==> src/rtl/hlts_pkg.sv <==
package hlts_pkg;

  localparam int DATA_W      = 32;
  localparam int GAIN_W      = 17;
  localparam int STEP_W      = 5;
  localparam int KIND_W      = 2;
  localparam int IDX_W       = 2;
  localparam int FRAC_W      = 16;
  localparam int MAX_HORIZON = 16;

  localparam logic [GAIN_W-1:0] GAIN_ONE = GAIN_W'(1 << FRAC_W);
  localparam logic [STEP_W-1:0] STEP_MAX = STEP_W'(MAX_HORIZON);

  localparam int ACC_W  = DATA_W + $clog2(MAX_HORIZON + 1) + 1;
  localparam int DIFF_W = DATA_W + 2;
  localparam int PROD_W = GAIN_W + 1 + DIFF_W;
  localparam int RND_W  = PROD_W + 1;
  localparam int RES_W  = RND_W - FRAC_W;
  localparam int WIDE_W = 64;

  typedef enum logic [KIND_W-1:0] {
    KIND_UPDATE   = 2'd0,
    KIND_FORECAST = 2'd1,
    KIND_RESTART  = 2'd2,
    KIND_UNUSED   = 2'd3
  } kind_t;

  typedef enum logic [IDX_W-1:0] {
    REG_ALPHA      = 2'd0,
    REG_BETA       = 2'd1,
    REG_INIT_LEVEL = 2'd2,
    REG_INIT_TREND = 2'd3
  } cfg_reg_t;

  typedef enum logic [3:0] {
    ST_IDLE,
    ST_DIFF_L,
    ST_MUL_L,
    ST_LEV,
    ST_DIFF_T,
    ST_MUL_T,
    ST_TRD,
    ST_LOAD,
    ST_EMIT
  } state_t;

  typedef struct packed {
    logic capture;
    logic fc_run;
    logic load_init;
    logic diff_l;
    logic mul_l;
    logic lev;
    logic diff_t;
    logic mul_t;
    logic trd;
    logic load_fc;
    logic emit;
  } cmd_t;

  typedef struct packed {
    logic out_free;
    logic last;
  } stat_t;

  typedef struct packed {
    logic                     clip;
    logic signed [DATA_W-1:0] val;
  } sat_t;

  function automatic sat_t sat_wide(input logic signed [WIDE_W-1:0] x);
    sat_t r;
    if ((x[WIDE_W-1:DATA_W-1] == '0) || (x[WIDE_W-1:DATA_W-1] == '1)) begin
      r.clip = 1'b0;
      r.val  = x[DATA_W-1:0];
    end else begin
      r.clip = 1'b1;
      r.val  = x[WIDE_W-1] ? {1'b1, {(DATA_W-1){1'b0}}} : {1'b0, {(DATA_W-1){1'b1}}};
    end
    return r;
  endfunction

  // round half up, drop the fraction bits
  function automatic logic signed [RES_W-1:0] round_q16(input logic signed [RND_W-1:0] x);
    logic signed [RND_W-1:0] y;
    y = x + RND_W'(1 << (FRAC_W - 1));
    return y[RND_W-1:FRAC_W];
  endfunction

endpackage

==> src/rtl/hlts_ctrl.sv <==
module hlts_ctrl (
  input  logic                       clk,
  input  logic                       rst_n,
  input  logic                       in_valid,
  input  logic [hlts_pkg::KIND_W-1:0] in_kind,
  output logic                       in_ready,
  input  hlts_pkg::stat_t            stat,
  output hlts_pkg::cmd_t             cmd
);

  hlts_pkg::state_t state_r;
  hlts_pkg::state_t state_nxt;
  hlts_pkg::kind_t  kind;
  logic             accept;

  assign kind   = hlts_pkg::kind_t'(in_kind);
  assign accept = in_valid && in_ready;

  always_ff @(posedge clk) begin
    if (!rst_n) begin
      state_r <= hlts_pkg::ST_IDLE;
    end else begin
      state_r <= state_nxt;
    end
  end

  always_comb begin
    state_nxt = state_r;
    unique case (state_r)
      hlts_pkg::ST_IDLE: begin
        if (in_valid) begin
          unique case (kind)
            hlts_pkg::KIND_UPDATE:   state_nxt = hlts_pkg::ST_DIFF_L;
            hlts_pkg::KIND_FORECAST: state_nxt = hlts_pkg::ST_LOAD;
            hlts_pkg::KIND_RESTART:  state_nxt = hlts_pkg::ST_LOAD;
            default: state_nxt = hlts_pkg::ST_IDLE;
          endcase
        end
      end
      hlts_pkg::ST_DIFF_L: state_nxt = hlts_pkg::ST_MUL_L;
      hlts_pkg::ST_MUL_L:  state_nxt = hlts_pkg::ST_LEV;
      hlts_pkg::ST_LEV:    state_nxt = hlts_pkg::ST_DIFF_T;
      hlts_pkg::ST_DIFF_T: state_nxt = hlts_pkg::ST_MUL_T;
      hlts_pkg::ST_MUL_T:  state_nxt = hlts_pkg::ST_TRD;
      hlts_pkg::ST_TRD:    state_nxt = hlts_pkg::ST_LOAD;
      hlts_pkg::ST_LOAD:   state_nxt = hlts_pkg::ST_EMIT;
      hlts_pkg::ST_EMIT: begin
        if (stat.out_free && stat.last) begin
          state_nxt = hlts_pkg::ST_IDLE;
        end
      end
      default: state_nxt = hlts_pkg::ST_IDLE;
    endcase
  end

  always_comb begin
    in_ready = 1'b0;
    cmd      = '0;
    unique case (state_r)
      hlts_pkg::ST_IDLE: begin
        in_ready      = rst_n;
        cmd.capture   = accept;
        cmd.fc_run    = accept && (kind == hlts_pkg::KIND_FORECAST);
        cmd.load_init = accept && (kind == hlts_pkg::KIND_RESTART);
      end
      hlts_pkg::ST_DIFF_L: cmd.diff_l  = 1'b1;
      hlts_pkg::ST_MUL_L:  cmd.mul_l   = 1'b1;
      hlts_pkg::ST_LEV:    cmd.lev     = 1'b1;
      hlts_pkg::ST_DIFF_T: cmd.diff_t  = 1'b1;
      hlts_pkg::ST_MUL_T:  cmd.mul_t   = 1'b1;
      hlts_pkg::ST_TRD:    cmd.trd     = 1'b1;
      hlts_pkg::ST_LOAD:   cmd.load_fc = 1'b1;
      hlts_pkg::ST_EMIT:   cmd.emit    = stat.out_free;
      default: cmd = '0;
    endcase
  end

endmodule

==> src/rtl/hlts_dp.sv <==
module hlts_dp (
  input  logic                                clk,
  input  logic                                rst_n,
  input  hlts_pkg::cmd_t                      cmd,
  output hlts_pkg::stat_t                     stat,
  input  logic signed [hlts_pkg::DATA_W-1:0]  in_sample,
  input  logic [hlts_pkg::STEP_W-1:0]         in_horizon,
  input  logic                                cfg_valid,
  input  logic [hlts_pkg::IDX_W-1:0]          cfg_index,
  input  logic [hlts_pkg::DATA_W-1:0]         cfg_data,
  output logic                                out_valid,
  input  logic                                out_ready,
  output logic signed [hlts_pkg::DATA_W-1:0]  out_level_out,
  output logic signed [hlts_pkg::DATA_W-1:0]  out_trend_out,
  output logic signed [hlts_pkg::DATA_W-1:0]  out_forecast_value,
  output logic signed [hlts_pkg::DATA_W-1:0]  out_forecast_error,
  output logic [hlts_pkg::STEP_W-1:0]         out_steps_ahead,
  output logic                                out_last_of_run,
  output logic                                out_saturated
);

  logic [hlts_pkg::GAIN_W-1:0]        alpha_r;
  logic [hlts_pkg::GAIN_W-1:0]        beta_r;
  logic signed [hlts_pkg::DATA_W-1:0] init_level_r;
  logic signed [hlts_pkg::DATA_W-1:0] init_trend_r;

  logic signed [hlts_pkg::DATA_W-1:0] level_r;
  logic signed [hlts_pkg::DATA_W-1:0] trend_r;
  logic signed [hlts_pkg::DATA_W-1:0] sample_r;
  logic [hlts_pkg::STEP_W-1:0]        count_r;
  logic signed [hlts_pkg::DIFF_W-1:0] diff_r;
  logic signed [hlts_pkg::PROD_W-1:0] prod_r;
  logic signed [hlts_pkg::DATA_W-1:0] nl_r;
  logic signed [hlts_pkg::DATA_W-1:0] err_r;
  logic                               clip_r;
  logic signed [hlts_pkg::ACC_W-1:0]  acc_r;
  logic [hlts_pkg::STEP_W-1:0]        step_r;

  logic                               out_valid_r;
  logic signed [hlts_pkg::DATA_W-1:0] out_level_r;
  logic signed [hlts_pkg::DATA_W-1:0] out_trend_r;
  logic signed [hlts_pkg::DATA_W-1:0] out_fc_r;
  logic signed [hlts_pkg::DATA_W-1:0] out_err_r;
  logic [hlts_pkg::STEP_W-1:0]        out_step_r;
  logic                               out_last_r;
  logic                               out_sat_r;

  logic [hlts_pkg::GAIN_W-1:0]        gain_a;
  logic [hlts_pkg::GAIN_W-1:0]        gain_b;
  logic [hlts_pkg::GAIN_W-1:0]        mul_gain;
  logic signed [hlts_pkg::DATA_W:0]   sum_w;
  logic signed [hlts_pkg::DATA_W:0]   base_w;
  logic signed [hlts_pkg::DATA_W-1:0] diff_a;
  logic signed [hlts_pkg::DIFF_W-1:0] diff_nxt;
  logic signed [hlts_pkg::PROD_W-1:0] prod_nxt;
  logic signed [hlts_pkg::DATA_W:0]   err_full;
  logic signed [hlts_pkg::RND_W-1:0]  rnd_x;
  logic signed [hlts_pkg::RES_W-1:0]  rnd_q;
  logic [hlts_pkg::STEP_W-1:0]        count_nxt;
  hlts_pkg::sat_t                     old_s;
  hlts_pkg::sat_t                     err_s;
  hlts_pkg::sat_t                     rnd_s;
  hlts_pkg::sat_t                     fc_s;

  assign gain_a   = (alpha_r > hlts_pkg::GAIN_ONE) ? hlts_pkg::GAIN_ONE : alpha_r;
  assign gain_b   = (beta_r > hlts_pkg::GAIN_ONE) ? hlts_pkg::GAIN_ONE : beta_r;
  assign mul_gain = cmd.mul_t ? gain_b : gain_a;

  assign sum_w    = (hlts_pkg::DATA_W + 1)'(level_r) + (hlts_pkg::DATA_W + 1)'(trend_r);
  assign diff_a   = cmd.diff_t ? nl_r : sample_r;
  assign diff_nxt = hlts_pkg::DIFF_W'(diff_a) - hlts_pkg::DIFF_W'(sum_w);
  assign prod_nxt = $signed({1'b0, mul_gain}) * diff_r;

  assign old_s    = hlts_pkg::sat_wide(hlts_pkg::WIDE_W'(sum_w));
  assign err_full = (hlts_pkg::DATA_W + 1)'(old_s.val) - (hlts_pkg::DATA_W + 1)'(sample_r);
  assign err_s    = hlts_pkg::sat_wide(hlts_pkg::WIDE_W'(err_full));

  // x*g + y*(1-g) rewritten as y + g*(x-y)
  assign base_w = cmd.trd ? (hlts_pkg::DATA_W + 1)'(trend_r) : sum_w;
  assign rnd_x  = (hlts_pkg::RND_W'(base_w) <<< hlts_pkg::FRAC_W)
                + hlts_pkg::RND_W'(prod_r);
  assign rnd_q  = hlts_pkg::round_q16(rnd_x);
  assign rnd_s  = hlts_pkg::sat_wide(hlts_pkg::WIDE_W'(rnd_q));

  assign fc_s   = hlts_pkg::sat_wide(hlts_pkg::WIDE_W'(acc_r));

  always_comb begin
    if (in_horizon == '0) begin
      count_nxt = hlts_pkg::STEP_W'(1);
    end else if (in_horizon > hlts_pkg::STEP_MAX) begin
      count_nxt = hlts_pkg::STEP_MAX;
    end else begin
      count_nxt = in_horizon;
    end
  end

  assign stat.out_free = !out_valid_r || out_ready;
  assign stat.last     = (step_r == count_r);

  always_ff @(posedge clk) begin
    if (!rst_n) begin
      alpha_r      <= '0;
      beta_r       <= '0;
      init_level_r <= '0;
      init_trend_r <= '0;
    end else if (cfg_valid) begin
      unique case (hlts_pkg::cfg_reg_t'(cfg_index))
        hlts_pkg::REG_ALPHA:      alpha_r      <= cfg_data[hlts_pkg::GAIN_W-1:0];
        hlts_pkg::REG_BETA:       beta_r       <= cfg_data[hlts_pkg::GAIN_W-1:0];
        hlts_pkg::REG_INIT_LEVEL: init_level_r <= cfg_data;
        hlts_pkg::REG_INIT_TREND: init_trend_r <= cfg_data;
        default: ;
      endcase
    end
  end

  always_ff @(posedge clk) begin
    if (!rst_n) begin
      level_r <= '0;
      trend_r <= '0;
    end else if (cmd.load_init) begin
      level_r <= init_level_r;
      trend_r <= init_trend_r;
    end else if (cmd.trd) begin
      level_r <= nl_r;
      trend_r <= rnd_s.val;
    end
  end

  always_ff @(posedge clk) begin
    if (!rst_n) begin
      out_valid_r <= 1'b0;
    end else if (cmd.emit) begin
      out_valid_r <= 1'b1;
    end else if (out_ready) begin
      out_valid_r <= 1'b0;
    end
  end

  always_ff @(posedge clk) begin
    if (cmd.capture) begin
      sample_r <= in_sample;
      count_r  <= cmd.fc_run ? count_nxt : hlts_pkg::STEP_W'(1);
      err_r    <= '0;
      clip_r   <= 1'b0;
    end
    if (cmd.diff_l) begin
      err_r  <= err_s.val;
      clip_r <= old_s.clip | err_s.clip;
    end
    if (cmd.diff_l || cmd.diff_t) begin
      diff_r <= diff_nxt;
    end
    if (cmd.mul_l || cmd.mul_t) begin
      prod_r <= prod_nxt;
    end
    if (cmd.lev) begin
      nl_r   <= rnd_s.val;
      clip_r <= clip_r | rnd_s.clip;
    end
    if (cmd.trd) begin
      clip_r <= clip_r | rnd_s.clip;
    end
    if (cmd.load_fc) begin
      acc_r  <= hlts_pkg::ACC_W'(level_r) + hlts_pkg::ACC_W'(trend_r);
      step_r <= hlts_pkg::STEP_W'(1);
    end
    if (cmd.emit) begin
      out_level_r <= level_r;
      out_trend_r <= trend_r;
      out_fc_r    <= fc_s.val;
      out_err_r   <= err_r;
      out_step_r  <= step_r;
      out_last_r  <= stat.last;
      out_sat_r   <= clip_r | fc_s.clip;
      acc_r       <= acc_r + hlts_pkg::ACC_W'(trend_r);
      step_r      <= step_r + hlts_pkg::STEP_W'(1);
    end
  end

  assign out_valid          = out_valid_r;
  assign out_level_out      = out_level_r;
  assign out_trend_out      = out_trend_r;
  assign out_forecast_value = out_fc_r;
  assign out_forecast_error = out_err_r;
  assign out_steps_ahead    = out_step_r;
  assign out_last_of_run    = out_last_r;
  assign out_saturated      = out_sat_r;

endmodule

==> src/rtl/holt_linear_trend_smoother.sv <==
// channel | direction | handshake          | word
// in      | input     | in_valid/in_ready   | kind, sample, horizon
// out     | output    | out_valid/out_ready | level, trend, forecast, error, steps, last, sat
// cfg     | input     | cfg_valid/cfg_ready | register index, write data
//
// update: states DIFF_L, MUL_L, LEV, DIFF_T, MUL_T, TRD, LOAD, EMIT, two passes through one
//   18x34 multiplier
// forecast run: one result a cycle unless out_ready stalls, from an add-trend accumulator
// restart: loads the initial values; in_ready is high only while no item is in flight
// synchronous active-low reset clears level, trend, gains and initial values
// out_ready low holds the result register and stalls the run; cfg_ready is high out of reset
module holt_linear_trend_smoother (
  input  logic                                clk,
  input  logic                                rst_n,
  input  logic                                in_valid,
  output logic                                in_ready,
  input  logic [hlts_pkg::KIND_W-1:0]         in_kind,
  input  logic signed [hlts_pkg::DATA_W-1:0]  in_sample,
  input  logic [hlts_pkg::STEP_W-1:0]         in_horizon,
  output logic                                out_valid,
  input  logic                                out_ready,
  output logic signed [hlts_pkg::DATA_W-1:0]  out_level_out,
  output logic signed [hlts_pkg::DATA_W-1:0]  out_trend_out,
  output logic signed [hlts_pkg::DATA_W-1:0]  out_forecast_value,
  output logic signed [hlts_pkg::DATA_W-1:0]  out_forecast_error,
  output logic [hlts_pkg::STEP_W-1:0]         out_steps_ahead,
  output logic                                out_last_of_run,
  output logic                                out_saturated,
  input  logic                                cfg_valid,
  output logic                                cfg_ready,
  input  logic [hlts_pkg::IDX_W-1:0]          cfg_index,
  input  logic [hlts_pkg::DATA_W-1:0]         cfg_data
);

  hlts_pkg::cmd_t  cmd;
  hlts_pkg::stat_t stat;

  assign cfg_ready = rst_n;

  hlts_ctrl u_ctrl (
    .clk      (clk),
    .rst_n    (rst_n),
    .in_valid (in_valid),
    .in_kind  (in_kind),
    .in_ready (in_ready),
    .stat     (stat),
    .cmd      (cmd)
  );

  hlts_dp u_dp (
    .clk                (clk),
    .rst_n              (rst_n),
    .cmd                (cmd),
    .stat               (stat),
    .in_sample          (in_sample),
    .in_horizon         (in_horizon),
    .cfg_valid          (cfg_valid && cfg_ready),
    .cfg_index          (cfg_index),
    .cfg_data           (cfg_data),
    .out_valid          (out_valid),
    .out_ready          (out_ready),
    .out_level_out      (out_level_out),
    .out_trend_out      (out_trend_out),
    .out_forecast_value (out_forecast_value),
    .out_forecast_error (out_forecast_error),
    .out_steps_ahead    (out_steps_ahead),
    .out_last_of_run    (out_last_of_run),
    .out_saturated      (out_saturated)
  );

  a_busy_after_accept: assert property (@(posedge clk) disable iff (!rst_n)
    (in_valid && in_ready && (in_kind != hlts_pkg::KIND_UNUSED)) |=> !in_ready)
    else $error("input taken while an item is in flight");

  a_run_continues: assert property (@(posedge clk) disable iff (!rst_n)
    (out_valid && out_ready && !out_last_of_run) |=> out_valid)
    else $error("forecast run ended without a last word");

  a_error_on_single: assert property (@(posedge clk) disable iff (!rst_n)
    (out_valid && (out_forecast_error != '0)) |->
      ((out_steps_ahead == hlts_pkg::STEP_W'(1)) && out_last_of_run))
    else $error("nonzero error on a forecast run word");

  a_steps_range: assert property (@(posedge clk) disable iff (!rst_n)
    out_valid |-> ((out_steps_ahead != '0) && (out_steps_ahead <= hlts_pkg::STEP_MAX)))
    else $error("steps ahead out of range");

endmodule

==> config.mk <==
export PLATFORM = sky130hd
export DESIGN_NAME = holt_linear_trend_smoother
export DESIGN_NICKNAME = d
export VERILOG_FILES = /design/src/rtl/hlts_pkg.sv /design/src/rtl/hlts_ctrl.sv /design/src/rtl/hlts_dp.sv /design/src/rtl/holt_linear_trend_smoother.sv
export SDC_FILE = /design/constraint.sdc
export NUM_CORES = 2
export LEC_CHECK = 0
export CAP_MARGIN = 25
export CORE_MARGIN = 2
export CORE_UTILIZATION = 54
export CTS_CLUSTER_DIAMETER = 120
export DETAILED_ROUTE_END_ITERATION = 8
export DONT_BUFFER_PORTS = 1
export GPL_TIMING_DRIVEN = 0
export PLACE_DENSITY = 0.72
export RECOVER_POWER = 100
export SYNTH_ARGS = -nofsm -noshare
export SYNTH_HDL_FRONTEND = slang
export SYNTH_SLANG_ARGS = --single-unit
==> constraint.sdc <==
create_clock -name clk -period 8 [get_ports clk]
set_clock_uncertainty 0.05 [all_clocks]
set_input_delay 1.2 -clock clk [delete_from_list [all_inputs] [get_ports clk]]
set_output_delay 1.2 -clock clk [all_outputs]
set_load 0.005 [all_outputs]
=== After elaboration in Yosys (flattened, before gate mapping) ===
Index checks and enable logic that the tools add are counted.

* Flip-flop bits (word level): 533
* Output and inout bits: 138
* Input bits: 78
* Word-level logic and storage cells: 139

* Eq/ne operators: 20
* Add/sub/neg operators: 8
* Bitwise operators: 4
* Multipliers: 1
* Muxes and demuxes: 44
* Order comparisons: 3
* Reduce and logical (&&, ||, !) cells: 34

{| class="wikitable"
|+ Operator list
! cell !! count
|-
| two-way mux 32 bit || 11
|-
| two-way mux 33 bit || 5
|-
| == test 33 bit (second input constant) || 4
|-
| logical NOT 33 bit || 4
|-
| two-way mux 38 bit || 2
|-
| adder 32 x 32 -> 33 bit || 2
|-
| adder 49 x 52 -> 53 bit || 1
|-
| adder 53 x 17 -> 53 bit (second input constant) || 1
|-
| multiplier 18 x 34 -> 52 bit || 1
|-
| two-way mux 17 bit || 3
|-
| adder 38 x 32 -> 38 bit || 1
|-
| one-hot mux 4 bit (9 select lines) || 1
|-
| greater-than comparator 17 bit (second input constant) || 2
|-
| subtractor 32 x 33 -> 34 bit || 1
|-
| subtractor 32 x 32 -> 33 bit || 1
|-
| == test 4 x 3 -> 1 bit (second input constant) || 4
|-
| two-way mux 1 bit || 15
|-
| two-way mux 5 bit || 3
|-
| AND reduction 2 bit || 5
|-
| == test 4 x 2 -> 1 bit (second input constant) || 2
|-
| two-way mux 4 bit || 2
|-
| nonzero test 2 bit || 4
|-
| logical OR 1 bit || 7
|-
| == test 2 bit (second input constant) || 3
|-
| other kinds (20) || 29
|}

=== Logic depth before layout (Yosys ltp) ===
* Depth after elaboration: 12
* Gate-level depth with buffers: 32

=== By module ===
A second synthesis with hierarchy kept.

* Cell total of the unflattened synthesis: 5025
* Area total of the unflattened synthesis: 47513.1 µm²

{| class="wikitable"
|+ Modules (own cells, without submodules)
! module !! area an instance (µm²) !! instances !! cells an instance !! sequential area each (µm²)
|-
| hlts_dp || 47145.2 || 1 || 4975 || 13803.2
|-
| hlts_ctrl || 354.1 || 1 || 48 || 80.1
|-
| holt_linear_trend_smoother || 13.8 || 1 || 2 || 0.0
|}

=== Least setup slack after synthesis ===
Ideal clock, no wire load.

* Path kind: reg2reg
* From: register u_ctrl.state_r[3]
* To: register u_dp.prod_r[51] (netlist bit) (data pin)
* Cell stages (with the launch flop): 32
* Buffers on the path: 3
* Clock period less this slack: 7964 ps
* Data arrival time: 7654 ps
* Data required time: 7690 ps
* Path slack: 36 ps
* Cells stage by stage: dfxtp_1 > clkbuf_1 > nand2b_1 > nor2_1 > a21boi_0 > clkbuf_1 > a22o_1 > clkbuf_1 > nand2_1 > fa_1 > inv_1 > fa_1 > inv_1 > fa_1 > inv_1 > fa_1 > fa_1 > inv_1 > fa_1 > inv_1 > ha_1 > a21o_1 > a21o_1 > a21oi_1 > o21ai_0 > o31ai_1 > nand2_1 > a31oi_1 > o31ai_1 > a211o_1 > a21oi_1 > xnor2_1

* Longest elaborated chain between the ends: 4

{| class="wikitable"
|+ Ends and longest elaborated chain
! element !! RTL line !! RTL
|-
| start: declaration || hlts_ctrl.sv:11 || <nowiki>hlts_pkg::state_t state_r;</nowiki>
|-
| start signal: assignment || hlts_ctrl.sv:21 || <nowiki>state_r <= hlts_pkg::ST_IDLE;</nowiki>
|-
| start signal: assignment || hlts_ctrl.sv:23 || <nowiki>state_r <= state_nxt;</nowiki>
|-
| == test 4 x 3 -> 1 bit || hlts_ctrl.sv:59 || <nowiki>unique case (state_r)</nowiki>
|-
| two-way mux 1 bit || hlts_ctrl.sv:59 ||
|-
| two-way mux 17 bit || hlts_dp.sv:67 || <nowiki>assign mul_gain = cmd.mul_t ? gain_b : gain_a;</nowiki>
|-
| multiplier 18 x 34 -> 52 bit || hlts_dp.sv:72 || <nowiki>assign prod_nxt = $signed({1'b0, mul_gain}) * diff_r;</nowiki>
|-
| via u_dp.prod_nxt (one bit) || hlts_dp.sv:55 || <nowiki>logic signed [hlts_pkg::PROD_W-1:0] prod_nxt;</nowiki>
|-
| end signal: assignment || hlts_dp.sv:155 || <nowiki>prod_r <= prod_nxt;</nowiki>
|-
| end: declaration || hlts_dp.sv:32 || <nowiki>logic signed [hlts_pkg::PROD_W-1:0] prod_r;</nowiki>
|}

The timed path passes the listed nets, and every way through them passes these cells.
A chain may end at the register's enable or synchronous reset.

=== Worst setup path after layout ===
* From: register u_dp.beta_r[11] (netlist bit)
* To: register u_dp.prod_r[51] (netlist bit) (data pin)

* Longest elaborated chain between the ends: 4

{| class="wikitable"
|+ Ends and longest elaborated chain
! element !! RTL line !! RTL
|-
| start: declaration || hlts_dp.sv:23 || <nowiki>logic [hlts_pkg::GAIN_W-1:0] beta_r;</nowiki>
|-
| start signal: assignment || hlts_dp.sv:109 || <nowiki>hlts_pkg::REG_BETA: beta_r <= cfg_data[hlts_pkg::GAIN_W-1:0];</nowiki>
|-
| greater-than comparator 17 bit || hlts_dp.sv:66 || <nowiki>assign gain_b = (beta_r > hlts_pkg::GAIN_ONE) ? hlts_pkg::GAIN_ONE : beta_r;</nowiki>
|-
| two-way mux 17 bit * || hlts_dp.sv:66 ||
|-
| two-way mux 17 bit * || hlts_dp.sv:67 ||
|-
| multiplier 18 x 34 -> 52 bit * || hlts_dp.sv:72 ||
|-
| via u_dp.prod_nxt (one bit) || hlts_dp.sv:55 ||
|}

Mark *: on every way through the listed nets, which the timed path passes. The rest lies on a longest branch.

==> flow_metrics.tcl <==
set metrics [dict create \
    status "complete, but fails checks" \
    first_global_vias 37084 \
    crit_arrival_ns 8.27 \
    ctsHoldBuffers 0 \
    largest_reg_flops 38 \
    power.total_mw 13.1 \
    netlist_area_mm2 0.0473 \
    crit_fanout 8 \
    irDropWorstVdd_mv 0.196 \
    wl_um 156000 \
    fmax_ghz 0.126 \
    gp_congestion 1.03 \
    drv_cap 8 \
    max-slew-margin-rel_pct -120 \
    drtAntennaViolNets 0 \
    yosys_register_bits 518 \
    postSynthCellCount 5027 \
    hp-class "flip-flop to flip-flop" \
    synthToLayoutAreaGrowth_pct 10.4 \
    synth.distinct_cells 83 \
    cp_top_family "adder cells" \
    antenna_found_initial 13 \
    setup_viol 0 \
    synth_flop_cell "edfxtp_1" \
    wire_per_inst_um 24.4 \
    final.setup.tns_ns 0 \
    async_flop_share_pct 0 \
    grt_pass1_wl_um 229000 \
    crit_slowest_cell "fa_1" \
    drtPass1Iterations 6 \
    min_period_ns 7.95 \
    rsz0062_at_grt "true" \
    place_area_mm2 0.0490 \
    dieArea_mm2 0.0901 \
    violations "max-capacitance violations, max-slew violations" \
    ys.warnings.count 0 \
    final_util_pct 60.1 \
    reg_top3 "u_dp.acc_r (38), u_dp.prod_r (37), u_dp.diff_r (34)" \
    synth_fp_nets 5952 \
    maxSlewViolCount 335 \
    power_density_mw_per_mm2 251 \
    start_util_pct 54.5 \
    clock-sinks 518 \
    drc 0 \
    cts_max_path_buffers 3 \
    clk_pin_slew_ns 0.06 \
    layout-drive-gt1-share_pct 7.05 \
    layout.nets 6093 \
    critPathBufInv 7 \
    leakage_nw 23.2 \
    syn_avg_cell_area_um2 9.42 \
    cts_tree "built" \
    grt_use_total_pct 34.2 \
    required_ns 8.32 \
    crit_top_cell "fa_1" \
    clk_latency_ns 0.65 \
    design_area_mm2 0.0523 \
    design.core.area_mm2 0.0869 \
    max_stage_delay_ns 0.55 \
    drt_iter0_drc 4045 \
    period_share_pct 99.4 \
    ys_seq_area_share_pct 29.3 \
    cts_buffers 51 \
    cts_root_buf "clkbuf_16" \
    num-fill-cells 7366 \
    io_buffers 0 \
    htreeDepth 2 \
    drt-vias-per-instance 5.99 \
    ios 216 \
    end_kind "flip-flop" \
    worst_pin_slew_ns 3.29 \
    rows 108 \
    gr-total-overflow 0 \
    dp_hpwl_um 124000 \
    timing.setup.critical_path_class "flip-flop to flip-flop" \
    grt_max_degree 70 \
    vias 38184 \
    placedCellCount 6196 \
    instances_no_fill 6372 \
    regMostFlops "u_dp.acc_r" \
    final-hold-violation-count 0 \
    die_w_um 300 \
    die_h_um 300 \
    synth_enable_flop_cells 351 \
    cp-start-kind "flip-flop" \
]
==> cells in the final DEF, fill, tap and decap left out, types with 118 or more instances in the layout <==
cell | Yosys | layout
a21o_1 | 118 | 118
a21oi_1 | 394 | 383
and2_1 | 222 | 210
clkbuf_1 | 189 | 151
dfxtp_1 | 167 | 158
edfxtp_1 | 351 | 351
fa_1 | 554 | 546
ha_1 | 293 | 281
inv_1 | 739 | 735
nand2_1 | 820 | 816
nor2_1 | 129 | 126
o21ai_0 | 184 | 183
==> layer usage <==
layer | global-route usage, % | wire, um
met3 | 10.6 | 19000
met4 | 13.0 | 6760
met1 | 46.4 | 61800
met2 | 51.3 | 67900
met5 | 1.32 | 264
==> logic make-up after synthesis <==
family / after synthesis / synth area share, %
buffers and inverters: 961 / 7.74
XOR/XNOR: 193 / 3.57
AO/OA/AOI/OAI: 1035 / 13.7
AND/OR/NAND/NOR: 1453 / 14.1
multiplexers: 11 / 0.235
flip-flops: 518 / 29.3
adder cells (fa/ha/maj): 856 / 31.4
==> area by class of cell <==
class | count | area (um^2) | share of cell area, %
Sequential cell | 518 | 13900 | 26.6
Multi-Input combinational cell | 3548 | 30400 | 58.2
Clock buffer | 58 | 1300 | 2.49
Tap cell | 1155 | 1450 | 2.77
Timing Repair Buffer | 91 | 807 | 1.54
Antenna cell | 10 | 25.0 | 0.0479
Clock inverter | 34 | 322 | 0.615
Inverter | 743 | 2790 | 5.34
Buffer | 215 | 1230 | 2.36
==> report_power, final <==
group | total [mW] | switching, mW | internal (mW)
registers | 4.40 | 0.648 | 3.75
clock network | 2.39 | 1.11 | 1.28
logic | 6.32 | 4.15 | 2.16
total | 13.1 | 5.91 | 7.19
==> per-stage QoR <==
stage | setup slack, ns | hold WS, ns
6_report | 0.0451 | 0.368
5_1_grt | -0.154 | 0.371
4_1_cts | -0.00265 | 0.368
3_5_place_dp | -2.49 | 0.356
3_3_place_gp | -2.62 | 0.352
2_1_floorplan | 0.0363 | 0.350
==> Yosys cell counts (5+ instances only) <==
cell type  instances  area (um^2)
edfxtp_1         351        10500
and2_1           222         1390
mux2i_1           10          100
and4_1            11         96.3
dfxtp_1          167         3340
o21a_1            26          195
o21ai_0          184          921
nor4_1            15         93.8
a22o_1            16          140
buf_2             20          100
ha_1             293         3670
a21o_1           118          886
nand2_1          820         3080
o31ai_1           16          120
and3_1            22          138
nor3_1            34          170
or3_1             11         68.8
o211ai_1          23          173
nor2b_1           57          357
xnor2_1          118         1030
o21ai_1           17         85.1
a211o_1           12          105
o21ai_2            5         43.8
maj3_1             9         90.1
nand2b_1          30          188
inv_1            739         2770
nand3_1           48          240
a211oi_1          22          165
nand3b_1           5         37.5
fa_1             554        11100
a21boi_0           5         37.5
a31oi_1           30          188
nor2_1           129          484
or2_2              5         31.3
nand4_1           25          156
nor3b_1            5         37.5
a41o_1             6         60.1
clkbuf_1         189          709
a22oi_1           65          488
a2111oi_0          5         43.8
o21bai_1          30          225
xor2_1            75          657
a21oi_1          394         1970
a221oi_1          11         96.3
==> timing repair <==
item / CTS / global route
gates cloned: 1 / 3
resized for setup: 129 / 198
setup buffers: 12 / 60
endpoints found under the setup margin: 37 / 111
pin swaps: 12 / 61
==> worst reg2reg max path, delay by kind of cell (launching register included) <==
| kind | cells | cell delay (ns) |
|---|---|---|
| AND/OR/NAND/NOR | 5 | 0.94 |
| adder cells (fa/ha/maj) | 7 | 3.17 |
| flip-flops | 1 | 0.33 |
| XOR/XNOR | 1 | 0.14 |
| AO/OA/AOI/OAI | 10 | 2.17 |
| buffers and inverters | 7 | 0.87 |
==> worst paths after layout <==
check | start | slack, ns | cells after the start | to
setup / recovery | u_dp.beta_r[11] | 0.05 | 30 | u_dp.prod_r[51]
setup reg to reg | u_dp.beta_r[11] | 0.05 | 30 | u_dp.prod_r[51]
hold / removal | u_dp.err_r[27] | 0.37 | 0 | u_dp.out_forecast_error[27]
hold reg to reg | u_dp.err_r[27] | 0.37 | 0 | u_dp.out_forecast_error[27]
Note: power is estimated with default switching activity, not from simulation.
